### config.mk
export PLATFORM = sky130hd
export DESIGN_NAME = bounded_deque_with_search
export DESIGN_NICKNAME = d
export VERILOG_FILES = /design/src/rtl/bdq_pkg.sv /design/src/rtl/bdq_ring_add.sv /design/src/rtl/bounded_deque_with_search.sv
export SDC_FILE = /design/constraint.sdc
export NUM_CORES = 1
export LEC_CHECK = 0
export ABC_CLOCK_PERIOD_IN_PS = 24000
export BUFFER_PORTS_ARGS = -buffer_cell sky130_fd_sc_hd__clkbuf_2
export CAP_MARGIN = 20
export CORE_ASPECT_RATIO = 1.4
export CORE_UTILIZATION = 40
export CTS_BUF_LIST = sky130_fd_sc_hd__clkbuf_16
export CTS_CLUSTER_DIAMETER = 120
export DETAILED_ROUTE_END_ITERATION = 10
export SLEW_MARGIN = 5
export SYNTH_ARGS = -nofsm -noshare
export SYNTH_HDL_FRONTEND = slang
export SYNTH_SLANG_ARGS = --single-unit
### constraint.sdc
create_clock -name clk -period 24 [get_ports clk]
set_input_delay 4.8 -clock clk [delete_from_list [all_inputs] [get_ports clk]]
set_output_delay 4.8 -clock clk [all_outputs]
set_load 0.05 [all_outputs]
### src/rtl/bdq_pkg.sv
// Shared types and codes for the bounded deque with search.
`default_nettype none

package bdq_pkg;

	typedef enum logic [1:0] {
		ST_IDLE,
		ST_READ,
		ST_SCAN,
		ST_DONE
	} st_t;

	localparam logic [3:0] CMD_INS_HEAD  = 4'd0;
	localparam logic [3:0] CMD_INS_TAIL  = 4'd1;
	localparam logic [3:0] CMD_DEL_HEAD  = 4'd2;
	localparam logic [3:0] CMD_DEL_TAIL  = 4'd3;
	localparam logic [3:0] CMD_DEL_VALUE = 4'd4;
	localparam logic [3:0] CMD_REPLACE   = 4'd5;
	localparam logic [3:0] CMD_SEARCH    = 4'd6;
	localparam logic [3:0] CMD_READ_POS  = 4'd7;
	localparam logic [3:0] CMD_READ_HEAD = 4'd8;
	localparam logic [3:0] CMD_READ_TAIL = 4'd9;

	localparam logic [2:0] STAT_OK        = 3'd0;
	localparam logic [2:0] STAT_EMPTY     = 3'd1;
	localparam logic [2:0] STAT_NOT_FOUND = 3'd2;
	localparam logic [2:0] STAT_FULL      = 3'd3;
	localparam logic [2:0] STAT_RANGE     = 3'd4;

endpackage

`default_nettype wire

### src/rtl/bdq_ring_add.sv
// Ring slot adder: (base + offset) modulo the capacity.
`default_nettype none

module bdq_ring_add #(
	parameter int CAPACITY = 16
) (
	input  logic [$clog2(CAPACITY)-1:0]   base,
	input  logic [$clog2(CAPACITY+1)-1:0] offs,
	output logic [$clog2(CAPACITY)-1:0]   slot
);
	localparam int IW = $clog2(CAPACITY);
	localparam int CW = $clog2(CAPACITY + 1);

	logic [CW:0] sum;
	logic [CW:0] wrapped;

	// both operands stay below twice the capacity, one subtract suffices
	assign sum     = (CW + 1)'(base) + (CW + 1)'(offs);
	assign wrapped = (sum >= (CW + 1)'(CAPACITY)) ? sum - (CW + 1)'(CAPACITY) : sum;
	assign slot    = wrapped[IW-1:0];

endmodule

`default_nettype wire

### src/rtl/bounded_deque_with_search.sv
// Top level of the bounded deque with search, delete and replace.
//
// Usage:
//  - Command channel (in_valid/in_stall) carries cmd, value, new_value,
//    all_matches and position. A beat is taken when in_valid is high and
//    in_stall is low. One command is worked on at a time; in_stall is high
//    from the beat until the result has been moved to the output register.
//  - Result channel (out_valid/out_stall) carries status, data and
//    entry_total, one beat per command, in command order.
//  - Inserts, head/tail removal and error cases go straight to the result;
//    reads pass through a read state of the word store first; delete by
//    value, replace and search walk every entry through the single read
//    port of the word store (one entry per cycle), with a compare stage
//    behind the registered read.
//  - A new command is taken while the previous result still waits on
//    out_stall; the block holds the finished result internally if the
//    output register is still occupied.
//  - Reset empties the deque (head slot and count to zero). The word store
//    is not cleared; only words from slots holding entries reach a result.
`default_nettype none

module bounded_deque_with_search
	import bdq_pkg::*;
#(
	parameter int CAPACITY  = 16,
	parameter int WORD_BITS = 32
) (
	input  logic               clk,
	input  logic               arst_n,
	input  logic               in_valid,
	output logic               in_stall,
	input  logic [3:0]         cmd,
	input  logic signed [31:0] value,
	input  logic signed [31:0] new_value,
	input  logic               all_matches,
	input  logic [3:0]         position,
	output logic               out_valid,
	input  logic               out_stall,
	output logic [2:0]         status,
	output logic signed [31:0] data,
	output logic [4:0]         entry_total
);
	localparam int IW = $clog2(CAPACITY);
	localparam int CW = $clog2(CAPACITY + 1);

	st_t state_q, state_d;

	// deque pointers
	logic [IW-1:0] head_q;
	logic [CW-1:0] count_q;

	// latched command
	logic [3:0]           cmd_q;
	logic                 all_q;
	logic [WORD_BITS-1:0] val_q, nval_q;

	// walk state: read index, compare stage, write index
	logic [CW-1:0] rd_idx_q;
	logic          chk_s1;
	logic [CW-1:0] chk_idx_s1;
	logic [CW-1:0] w_q;
	logic          hit_q;

	// finished result waiting for the output register
	logic [2:0]  res_status_q;
	logic [31:0] res_data_q;

	// output register
	logic        out_valid_q;
	logic [2:0]  status_q;
	logic [31:0] data_q;
	logic [4:0]  total_q;

	// word store
	logic [WORD_BITS-1:0] mem [CAPACITY];
	logic [WORD_BITS-1:0] rd_data_q;
	logic                 mem_we, mem_re;
	logic [IW-1:0]        mem_waddr, mem_raddr;
	logic [WORD_BITS-1:0] mem_wdata;

	// slot adders: A for command/read addresses, B for walk writes
	logic [CW-1:0] a_offs, b_offs;
	logic [IW-1:0] a_slot, b_slot;

	logic signed [63:0]          value64, nvalue64;
	logic [WORD_BITS-1:0]        val_in, nval_in;
	logic signed [WORD_BITS-1:0] rd_word;
	logic signed [63:0]          rd_word64;

	logic full, empty, pos_bad;
	logic rd_go, eq, take, last, hit_fin, load_out;

	// words live in their low WORD_BITS bits
	assign value64   = 64'(value);
	assign nvalue64  = 64'(new_value);
	assign val_in    = value64[WORD_BITS-1:0];
	assign nval_in   = nvalue64[WORD_BITS-1:0];
	assign rd_word   = rd_data_q;
	assign rd_word64 = 64'(rd_word);

	assign full    = (count_q == CW'(CAPACITY));
	assign empty   = (count_q == '0);
	assign pos_bad = (32'(position) >= 32'(count_q));

	// walk compare stage
	assign rd_go   = (state_q == ST_SCAN) && (rd_idx_q < count_q);
	assign eq      = (rd_data_q == val_q);
	assign take    = eq && ((cmd_q == CMD_SEARCH) || all_q || !hit_q);
	assign last    = chk_s1 && (chk_idx_s1 == count_q - CW'(1));
	assign hit_fin = hit_q || take;

	assign load_out = (state_q == ST_DONE) && (!out_valid_q || !out_stall);

	always_comb begin
		a_offs = rd_idx_q;
		if (state_q == ST_IDLE) begin
			case (cmd)
				CMD_INS_HEAD:  a_offs = CW'(CAPACITY - 1);
				CMD_INS_TAIL:  a_offs = count_q;
				CMD_DEL_HEAD:  a_offs = CW'(1);
				CMD_READ_POS:  a_offs = CW'(position);
				CMD_READ_TAIL: a_offs = count_q - CW'(1);
				default:       a_offs = '0;
			endcase
		end
	end

	// delete packs toward the head at w_q; replace rewrites in place
	assign b_offs = (cmd_q == CMD_DEL_VALUE) ? w_q : chk_idx_s1;

	bdq_ring_add #(.CAPACITY(CAPACITY)) u_add_a (
		.base (head_q),
		.offs (a_offs),
		.slot (a_slot)
	);

	bdq_ring_add #(.CAPACITY(CAPACITY)) u_add_b (
		.base (head_q),
		.offs (b_offs),
		.slot (b_slot)
	);

	// next state
	always_comb begin
		state_d = state_q;
		unique case (state_q)
			ST_IDLE: begin
				if (in_valid) begin
					case (cmd) inside
						CMD_DEL_VALUE, CMD_REPLACE, CMD_SEARCH:
							state_d = empty ? ST_DONE : ST_SCAN;
						CMD_READ_HEAD, CMD_READ_TAIL:
							state_d = empty ? ST_DONE : ST_READ;
						CMD_READ_POS:
							state_d = pos_bad ? ST_DONE : ST_READ;
						default:
							state_d = ST_DONE;
					endcase
				end
			end
			ST_READ: state_d = ST_DONE;
			ST_SCAN: if (last) state_d = ST_DONE;
			ST_DONE: if (load_out) state_d = ST_IDLE;
			default: state_d = ST_IDLE;
		endcase
	end

	// handshake and store port control
	always_comb begin
		in_stall  = (state_q != ST_IDLE);
		mem_we    = 1'b0;
		mem_re    = 1'b0;
		mem_waddr = a_slot;
		mem_raddr = a_slot;
		mem_wdata = val_in;
		unique case (state_q)
			ST_IDLE: begin
				mem_we = in_valid && !full &&
					((cmd == CMD_INS_HEAD) || (cmd == CMD_INS_TAIL));
				mem_re = in_valid && ((cmd == CMD_READ_POS) ||
					(cmd == CMD_READ_HEAD) || (cmd == CMD_READ_TAIL));
			end
			ST_SCAN: begin
				mem_re    = rd_go;
				mem_waddr = b_slot;
				mem_wdata = (cmd_q == CMD_REPLACE) ? nval_q : rd_data_q;
				mem_we    = chk_s1 &&
					(((cmd_q == CMD_REPLACE) && take) ||
					 ((cmd_q == CMD_DEL_VALUE) && !take));
			end
			default: begin
			end
		endcase
	end

	always_ff @(posedge clk) begin
		if (mem_we) mem[mem_waddr] <= mem_wdata;
		if (mem_re) rd_data_q <= mem[mem_raddr];
	end

	always_ff @(posedge clk or negedge arst_n) begin
		if (!arst_n) begin
			state_q     <= ST_IDLE;
			head_q      <= '0;
			count_q     <= '0;
			out_valid_q <= 1'b0;
		end else begin
			state_q <= state_d;
			if ((state_q == ST_IDLE) && in_valid) begin
				case (cmd)
					CMD_INS_HEAD: if (!full) begin
						head_q  <= a_slot;
						count_q <= count_q + CW'(1);
					end
					CMD_INS_TAIL: if (!full) count_q <= count_q + CW'(1);
					CMD_DEL_HEAD: if (!empty) begin
						head_q  <= a_slot;
						count_q <= count_q - CW'(1);
					end
					CMD_DEL_TAIL: if (!empty) count_q <= count_q - CW'(1);
					default: begin
					end
				endcase
			end
			if ((state_q == ST_SCAN) && last && (cmd_q == CMD_DEL_VALUE) && hit_fin)
				count_q <= w_q + CW'(!take);
			if (load_out) out_valid_q <= 1'b1;
			else if (!out_stall) out_valid_q <= 1'b0;
		end
	end

	always_ff @(posedge clk) begin
		if ((state_q == ST_IDLE) && in_valid) begin
			cmd_q        <= cmd;
			all_q        <= all_matches;
			val_q        <= val_in;
			nval_q       <= nval_in;
			rd_idx_q     <= '0;
			chk_s1       <= 1'b0;
			w_q          <= '0;
			hit_q        <= 1'b0;
			res_data_q   <= '0;
			res_status_q <= STAT_OK;
			case (cmd) inside
				CMD_INS_HEAD, CMD_INS_TAIL:
					if (full) res_status_q <= STAT_FULL;
				CMD_DEL_HEAD, CMD_DEL_TAIL, CMD_DEL_VALUE, CMD_REPLACE, CMD_SEARCH,
				CMD_READ_HEAD, CMD_READ_TAIL:
					if (empty) res_status_q <= STAT_EMPTY;
				CMD_READ_POS:
					if (pos_bad) res_status_q <= STAT_RANGE;
				default: begin
				end
			endcase
		end
		if (state_q == ST_READ) res_data_q <= rd_word64[31:0];
		if (state_q == ST_SCAN) begin
			rd_idx_q   <= rd_idx_q + CW'(rd_go);
			chk_s1     <= rd_go;
			chk_idx_s1 <= rd_idx_q;
			if (chk_s1) begin
				if (take) hit_q <= 1'b1;
				if ((cmd_q == CMD_DEL_VALUE) && !take) w_q <= w_q + CW'(1);
				if (last && !hit_fin) res_status_q <= STAT_NOT_FOUND;
			end
		end
		if (load_out) begin
			status_q <= res_status_q;
			data_q   <= res_data_q;
			total_q  <= 5'(count_q);
		end
	end

	assign out_valid   = out_valid_q;
	assign status      = status_q;
	assign data        = data_q;
	assign entry_total = total_q;

endmodule

`default_nettype wire

==> out/metrics.csv, run 1 <==
stage,metric,value,unit
setup_path,critPathMaxFanout,34,
floorplan,die_w,229,microns
logic_synthesis,synth_seq_cells,717,
floorplan,rows,116,
layout,final_cells,2706,
clock_tree,cts.htree.levels,3,
global_routing,track_usage,19.1,%
place,port_buffers,118,
sta,max_freq,0.107,GHz
logic_synthesis,synthFlopType,edfxtp_1,
min_path,hp-class,register to register,
floorplan,initial_core_util,40.4,%
clock_tree,clock_latency,620,ps
global_routing,grt_max_degree,66,
setup_path,crit_path_end,mem[8][9],
routing,drtPass1Iterations,5,
setup_path,reg2regPathDepth,13,
setup_path,critPathKind,primary input to register,
logic_synthesis,synthCells,1531,
setup_path,worst_path_most_repeated_cell,a21oi_1,
routing,antenna_left,0,
sta,finalClockSkew,26.6,ps
logic_synthesis,synth_top_cell_by_area,edfxtp_1,
place,dp_hpwl,42300,microns
logic_synthesis,synth-seq-area-share,73.9,%
logic_synthesis,synth_area_leaders,"edfxtp_1 (72%), mux4_2 (10%), a221oi_2 (1.6%), and2_1 (1.5%), mux2i_1 (1.3%)",
routing,num_vias,14900,
routing,drc_errors,0,
run_status,status,completed,
logic_synthesis,synthArstFlopShare,1.67,%
setup_path,worstSetupStartpoint,cmd[1],
sta,rsz0062_at_grt,false,
clock_tree,clk_path_buf_depth,3,
place,dp_cells,2553,
layout,final_area,33400,sq um
routing,detail_route.vias_per_cell,5.49,
setup_path,crit_required,24260,ps
sta,drv_slew,0,
sta,setup_slack,14620,ps
layout,utilization,46.7,%
logic_synthesis,yosysWarnings,0,
setup_path,worst_setup_path_start_kind,primary input,
layout,area_growth_syn_to_layout,15.4,%
min_path,hold_start,res_data_q[19],
clock_tree,cts_tree,built,
setup_path,end_kind,register,
sta,finalSetupTns,0,ps
logic_synthesis,synth_cell_type_count,67,
setup_path,reg2reg_from,count_q[0],
routing,dr.first_iter.drc_count,1290,
sta,period_share,39.1,%
setup_path,r2r_slack,18320,ps
pwr,p_per_area,152,nW/um^2
pwr,p_leak,10.9,nW
global_routing,grt_pass1_wl,102000,microns
setup_path,critPathArrivalTime,9640,ps
global_routing,grt_pass1_vias,15600,
logic_synthesis,yosysMostFrequentCell,edfxtp_1,
routing,wl_per_cell,25.5,microns
logic_synthesis,syn_area_per_cell,18.9,sq um
setup_path,critPathMaxStageDelay,790,ps
setup_path,reg2reg_to,mem[8][9],
global_routing,antenna_found_initial,1,
setup_path,cp_slowest_cell,a211oi_4,
layout,antenna_cells,0,
logic_synthesis,synth_top_area_share,72.3,%
logic_synthesis,syn_nets,1635,
sta,setup_viol,0,
sta,period_minus_slack,9380,ps
clock_tree,post_cts.repair.setup_buffers,0,
clock_tree,cts_resized,0,
logic_synthesis,netlist_area,28900,sq um
layout,nets,1814,
global_routing,grt_overflow_total,0,
setup_path,cp_cell_sequence,"clkbuf_2, or2_0, a21oi_1, a21oi_1, o32a_1, o2bb2ai_1, ha_1, a21o_1, a21oi_1, xnor2_1, or3_2, buf_4, nand3_1, a211oi_4, buf_4",
clock_tree,root_buffer,clkbuf_16,
routing,detail_route.wirelength,69000,microns
floorplan,die_area,73400,sq um
layout,drive_gt1_share,28.0,%
clock_tree,holdBufCountCts,0,
flow_run,maxCapViolCount,0,
place,pre_cts_slack,14010,ps
pwr,peakVddDrop,0.214,mV
place,dpl_cell_area,30900,sq um
sta,report.final.hold_viol_count,0,
clock_tree,clock_sinks,717,
place,gp_congestion,0.845,
logic_synthesis,synth_edf_count,696,
floorplan,fp.dieH,320,microns
clock_tree,clk_pin_slew_worst_paths,60,ps
sta,slew_headroom,28.4,%
floorplan,coreArea,71600,sq um
sta,tightest_slew,1070,ps
clock_tree,cts_inserted_buffers,69,
logic_synthesis,netlist_top_cells_count,"edfxtp_1 (696), mux4_2 (128), nand2_1 (91)",
floorplan,ios,119,
==> where the power goes <==
part | total, mW | leakage [nW] | switching, mW | internal [mW]
Sequential | 1.84 | 6.54 | 0.106 | 1.73
Combinational | 2.19 | 3.22 | 1.36 | 0.831
Clock | 1.06 | 1.11 | 0.460 | 0.603
Total | 5.09 | 10.9 | 1.92 | 3.16
==> worst min-delay path by stage <==
stage	end	slack [ps]	cells past startpoint
3_3_place_gp	data[1]	400	0
6_report	data[19]	420	0
5_1_grt	data[19]	430	0
4_1_cts	data[16]	420	0
3_5_place_dp	data[0]	410	0
2_1_floorplan	data[0]	400	0
==> stage by stage <==
| stage | hold WS, ps | total power [mW] |
|---|---|---|
| 2_1_floorplan | 400 | 3.34 |
| 3_3_place_gp | 402 | 3.99 |
| 3_5_place_dp | 405 | 4.03 |
| 4_1_cts | 416 | 5.10 |
| 5_1_grt | 425 | 5.33 |
| 6_report | 419 | 5.09 |
==> registers in the layout (all words and copies together) (netlist names) <==
signal / flops
all_q: 1
chk_idx_s1: 5
chk_s1: 1
cmd_q: 4
count_q: 5
data: 32
entry_total: 5
head_q: 4
hit_q: 1
mem: 512
nval_q: 32
out_valid: 1
rd_data_q: 32
rd_idx_q: 5
res_data_q: 32
res_status_q: 3
state_q: 2
status: 3
val_q: 32
w_q: 5
==> cell type report <==
class / instances / area (sq um)
Fill cell: 5926 / 38200
Clock buffer: 71 / 1780
Inverter: 19 / 72.6
Clock inverter: 52 / 413
Multi-Input combinational cell: 711 / 7370
Tap cell: 944 / 1180
Sequential cell: 717 / 21400
Timing Repair Buffer: 192 / 1190
==> per-layer routing <==
metal	vias up	track usage [%]	part of all wire, %
met3	114	2.77	4.9
met1	7789	24.2	41
met5	-	0	0
met2	452	32.4	50
li1	6503	-	-
met4	0	8.43	3.6
==> cells by family after synthesis <==
group | Yosys count | synth area share (%)
mux | 174 | 11.6
compound gates | 185 | 5.19
flops | 717 | 73.9
xor+xnor | 59 | 1.83
simple gates | 266 | 4.71
buf+inv | 103 | 1.53
fa+ha+maj | 27 | 1.22
==> worst max-delay path, delay by kind of cell <==
| kind | cells | cell delay, ps |
|---|---|---|
| AOI/OAI and AO/OA | 7 | 1880 |
| xor gates and xnor gates | 1 | 250 |
| adders and majority gates | 1 | 300 |
| buffers and inverters | 3 | 1250 |
| and+or+nand+nor | 3 | 1120 |
==> layout by cell type (no fill, tap or decap), drive strengths merged, types with 9 or more instances in the layout <==
| cell | Yosys | routed |
|---|---|---|
| mux2 | 9 | 9 |
| xnor2 | 22 | 22 |
| a21o | 10 | 10 |
| nor2 | 44 | 44 |
| o21ai | 9 | 9 |
| a21oi | 51 | 51 |
| a31oi | 37 | 37 |
| mux2i | 37 | 37 |
| a2111oi | 10 | 10 |
| nand3 | 15 | 15 |
| dfxtp | 9 | 9 |
| and2 | 72 | 72 |
| ha | 25 | 25 |
| clkinv | 0 | 31 |
| xor2 | 36 | 36 |
| a221oi | 32 | 32 |
| inv | 19 | 32 |
| mux4 | 128 | 128 |
| nand2 | 91 | 91 |
| buf | 34 | 74 |
| dfrtp | 12 | 12 |
| nor4 | 9 | 9 |
| clkbuf | 50 | 189 |
| edfxtp | 696 | 696 |
Note: power is estimated with default switching activity, not from simulation.
==> run 2, diff against run 1 <==
ABC_AREA = 1   (was unset)
ABC_CLOCK_PERIOD_IN_PS = 8800   (was 24000)
clock period = 8.8 ns   (was 24 ns; I/O delays follow)
==> out/metrics.csv, run 2 <==
stage,metric,value,unit,change
layout,area_growth_syn_to_layout,14.6,%,was 15.4%
clock_tree,cts_resized,0,,unchanged
routing,num_vias,18500,,was 14900
logic_synthesis,synth-xor-area-share,1.09,%,was 1.83%
place,dp_cells,3229,,was 2553
global_routing,antenna_found_initial,0,,was 1
routing,detail_route.vias_per_cell,5.53,,was 5.49
logic_synthesis,synth_seq_cells,717,,unchanged
layout,layout_common_cells,"edfxtp_1 (696), o21ai_0 (368), nor2_1 (323)",,"was edfxtp_1 (696), mux4_2 (128), clkbuf_2 (118)"
clock_tree,root_buffer,clkbuf_16,,unchanged
logic_synthesis,synthArstFlopShare,1.67,%,unchanged
sta,drv_slew,0,,unchanged
setup_path,critPathMaxFanout,103,,was 34
routing,detail_route.wirelength,74900,microns,was 69000 microns
layout,drive_gt1_share,14.3,%,was 28.0%
sta,finalSetupTns,0,ps,unchanged
routing,antenna_left,0,,unchanged
logic_synthesis,yosysMostFrequentCell,edfxtp_1,,unchanged
floorplan,fp.dieH,320,microns,about the same
logic_synthesis,synth-compound-area-share,11.3,%,was 5.19%
floorplan,die_area,73500,sq um,was 73400 sq um
logic_synthesis,yosysWarnings,0,,unchanged
sta,setup_viol,0,,unchanged
sta,period_share,67.9,%,
global_routing,grt_pass1_wl,114000,microns,was 102000 microns
logic_synthesis,synth_edf_count,696,,unchanged
layout,largest_register_ffs,512,,unchanged
logic_synthesis,muxShareOfSynthArea,0.0346,%,was 11.6%
layout,final_cells,3348,,was 2706
routing,dr.first_iter.drc_count,1470,,was 1290
floorplan,coreArea,71600,sq um,unchanged
routing,dr_wl_met3,4050,microns,was 3410 microns
logic_synthesis,synthFlopType,edfxtp_1,,unchanged
logic_synthesis,syn_nets,2333,,was 1635
clock_tree,clock_sinks,717,,unchanged
sta,report.final.hold_viol_count,0,,unchanged
global_routing,grt_overflow_total,0,,unchanged
global_routing,grt_pass1_vias,18600,,was 15600
routing,wl_met1,29800,microns,was 28300 microns
floorplan,die_w,229,microns,about the same
sta,finalClockSkew,29.1,ps,was 26.6 ps
sta,slew_headroom,21.0,%,was 28.4%
logic_synthesis,synth_cell_type_count,42,,was 67
place,dp_hpwl,44500,microns,was 42300 microns
routing,top_layer_used,met4,,unchanged
routing,wl_per_cell,22.4,microns,was 25.5 microns
layout,fill_cells,6268,,was 5926
logic_synthesis,synth_adder_area_share,1.22,%,about the same
setup_path,critPathArrivalTime,6400,ps,was 9640 ps
clock_tree,holdBufCountCts,0,,unchanged
layout,final_common_cell,edfxtp_1,,unchanged
clock_tree,clk_path_buf_depth,3,,unchanged
clock_tree,cts_tree,built,,unchanged
sta,max_freq,0.167,GHz,
setup_path,end_kind,register,,unchanged
global_routing,track_usage,20.5,%,was 19.1%
min_path,hp-class,register to register,,unchanged
flow_run,maxCapViolCount,0,,unchanged
logic_synthesis,netlist_area,29000,sq um,was 28900 sq um
floorplan,rows,116,,unchanged
sta,rsz0062_at_grt,false,,unchanged
logic_synthesis,syn_area_per_cell,13.0,sq um,was 18.9 sq um
place,gp_congestion,0.929,,was 0.845
sta,tightest_slew,1190,ps,was 1070 ps
layout,antenna_cells,0,,unchanged
setup_path,worst_setup_path_start_kind,primary input,,unchanged
logic_synthesis,synth_area_leaders,"edfxtp_1 (72%), o21ai_0 (6.4%), nor2_1 (4.4%), o221ai_1 (3.9%), nand2_1 (3.0%)",,"was edfxtp_1 (72%), mux4_2 (10%), a221oi_2 (1.6%), and2_1 (1.5%), mux2i_1 (1.3%)"
floorplan,initial_core_util,40.5,%,was 40.4%
routing,drtPass1Iterations,5,,unchanged
logic_synthesis,synth_top_cell_by_area,edfxtp_1,,unchanged
clock_tree,post_cts.repair.setup_buffers,0,,unchanged
floorplan,ios,119,,unchanged
clock_tree,clock_latency,600,ps,was 620 ps
logic_synthesis,netlist_top_cells_count,"edfxtp_1 (696), o21ai_0 (371), nor2_1 (339)",,"was edfxtp_1 (696), mux4_2 (128), nand2_1 (91)"
clock_tree,cts.htree.levels,3,,unchanged
logic_synthesis,synthCells,2229,,was 1531
logic_synthesis,synth-seq-area-share,73.8,%,was 73.9%
layout,nets,2458,,was 1814
clock_tree,cts_inserted_buffers,66,,was 69
layout,largest_register,mem,,unchanged
clock_tree,clk_pin_slew_worst_paths,60,ps,about the same
place,port_buffers,118,,unchanged
logic_synthesis,synth_top_area_share,72.2,%,was 72.3%
routing,wl_met2,38300,microns,was 34800 microns
routing,drc_errors,0,,unchanged
logic_synthesis,synthSimpleGateAreaFrac,9.26,%,was 4.71%
setup_path,crit_required,9230,ps,was 24260 ps
logic_synthesis,synth_top_family_by_area,compound AO/OA/AOI/OAI gates,,was multiplexers
global_routing,grt_max_degree,195,,was 66
run_status,status,completed,,unchanged
setup_path,critPathKind,primary input to register,,unchanged
sta,period_minus_slack,5970,ps,
## run 2: cell count changes after synthesis, moves of 35 or more
cell      change
a21oi_1      -36
a31oi_1      -35
and2_1       -71
clkbuf_1     +53
inv_1        +89
mux2i_1      -36
mux4_2      -128
nand2_1     +137
nand3_1      +46
nor2_1      +295
o21ai_0     +365
o221ai_1    +130
## run 2: area by class of cell
class	count	area, sq um	area share [%]
Tap cell	944	1180	3.56
Inverter	114	434	1.31
Clock buffer	70	1750	5.28
Clock inverter	48	517	1.56
Sequential cell	717	21400	64.5
Timing Repair Buffer	183	1090	3.29
Multi-Input combinational cell	1272	6820	20.6
## run 2: kinds of logic after synthesis
logic type               after synthesis
multiplexers                           1
buffers and inverters                240
flip-flops                           717
AND/OR/NAND/NOR                      663
XOR/XNOR                              36
AO/OA/AOI/OAI                        545
adder cells (fa/ha/maj)               27
## run 2: metrics by stage
step                hold slack, ps  util, %  instance area (sq um)  setup WS, ps
floorplan                      400        -                  29000          3310
global placement               401     43.2                  30900          2470
detailed placement             405     43.2                  30900          2360
CTS                            419     46.4                  33200          2970
global route                   422     46.4                  33200          2530
finish                         419     46.4                  33200          2830
## run 2: final timing paths
check                         startpoint       endpoint  slack, ps  depth (start not counted)
hold / removal             res_data_q[7]        data[7]        420                          0
hold reg to reg            res_data_q[7]        data[7]        420                          0
setup reg to reg              count_q[0]  rd_data_q[21]       3510                         11
setup / recovery                  cmd[1]   rd_data_q[4]       2830                         15
min in group asynchronous         arst_n      out_valid       1080                          1
max in group asynchronous         arst_n      head_q[2]       7460                          1
## run 2: metal layers
metal,vias to the layer above,track usage (%)
li1,8398,-
met1,9292,25.2
met2,672,36.3
met3,148,2.39
met4,0,8.80
met5,-,0
## run 2: worst max-delay path: stages
cell      delay [ps]
clkbuf_2         150
nand2_1          100
nor2_2           250
inv_1             90
o21ai_0          170
a21oi_1           70
a31oi_1          340
ha_4             460
inv_6            410
buf_4            780
buf_4            910
o21ai_0          200
o221ai_1         310
nand2_1           90
o21ai_0          140
Power of run 2 is left out: the tool's default activity adds up to more than one toggle a clock period on the data nets, which glitch-free logic cannot reach.
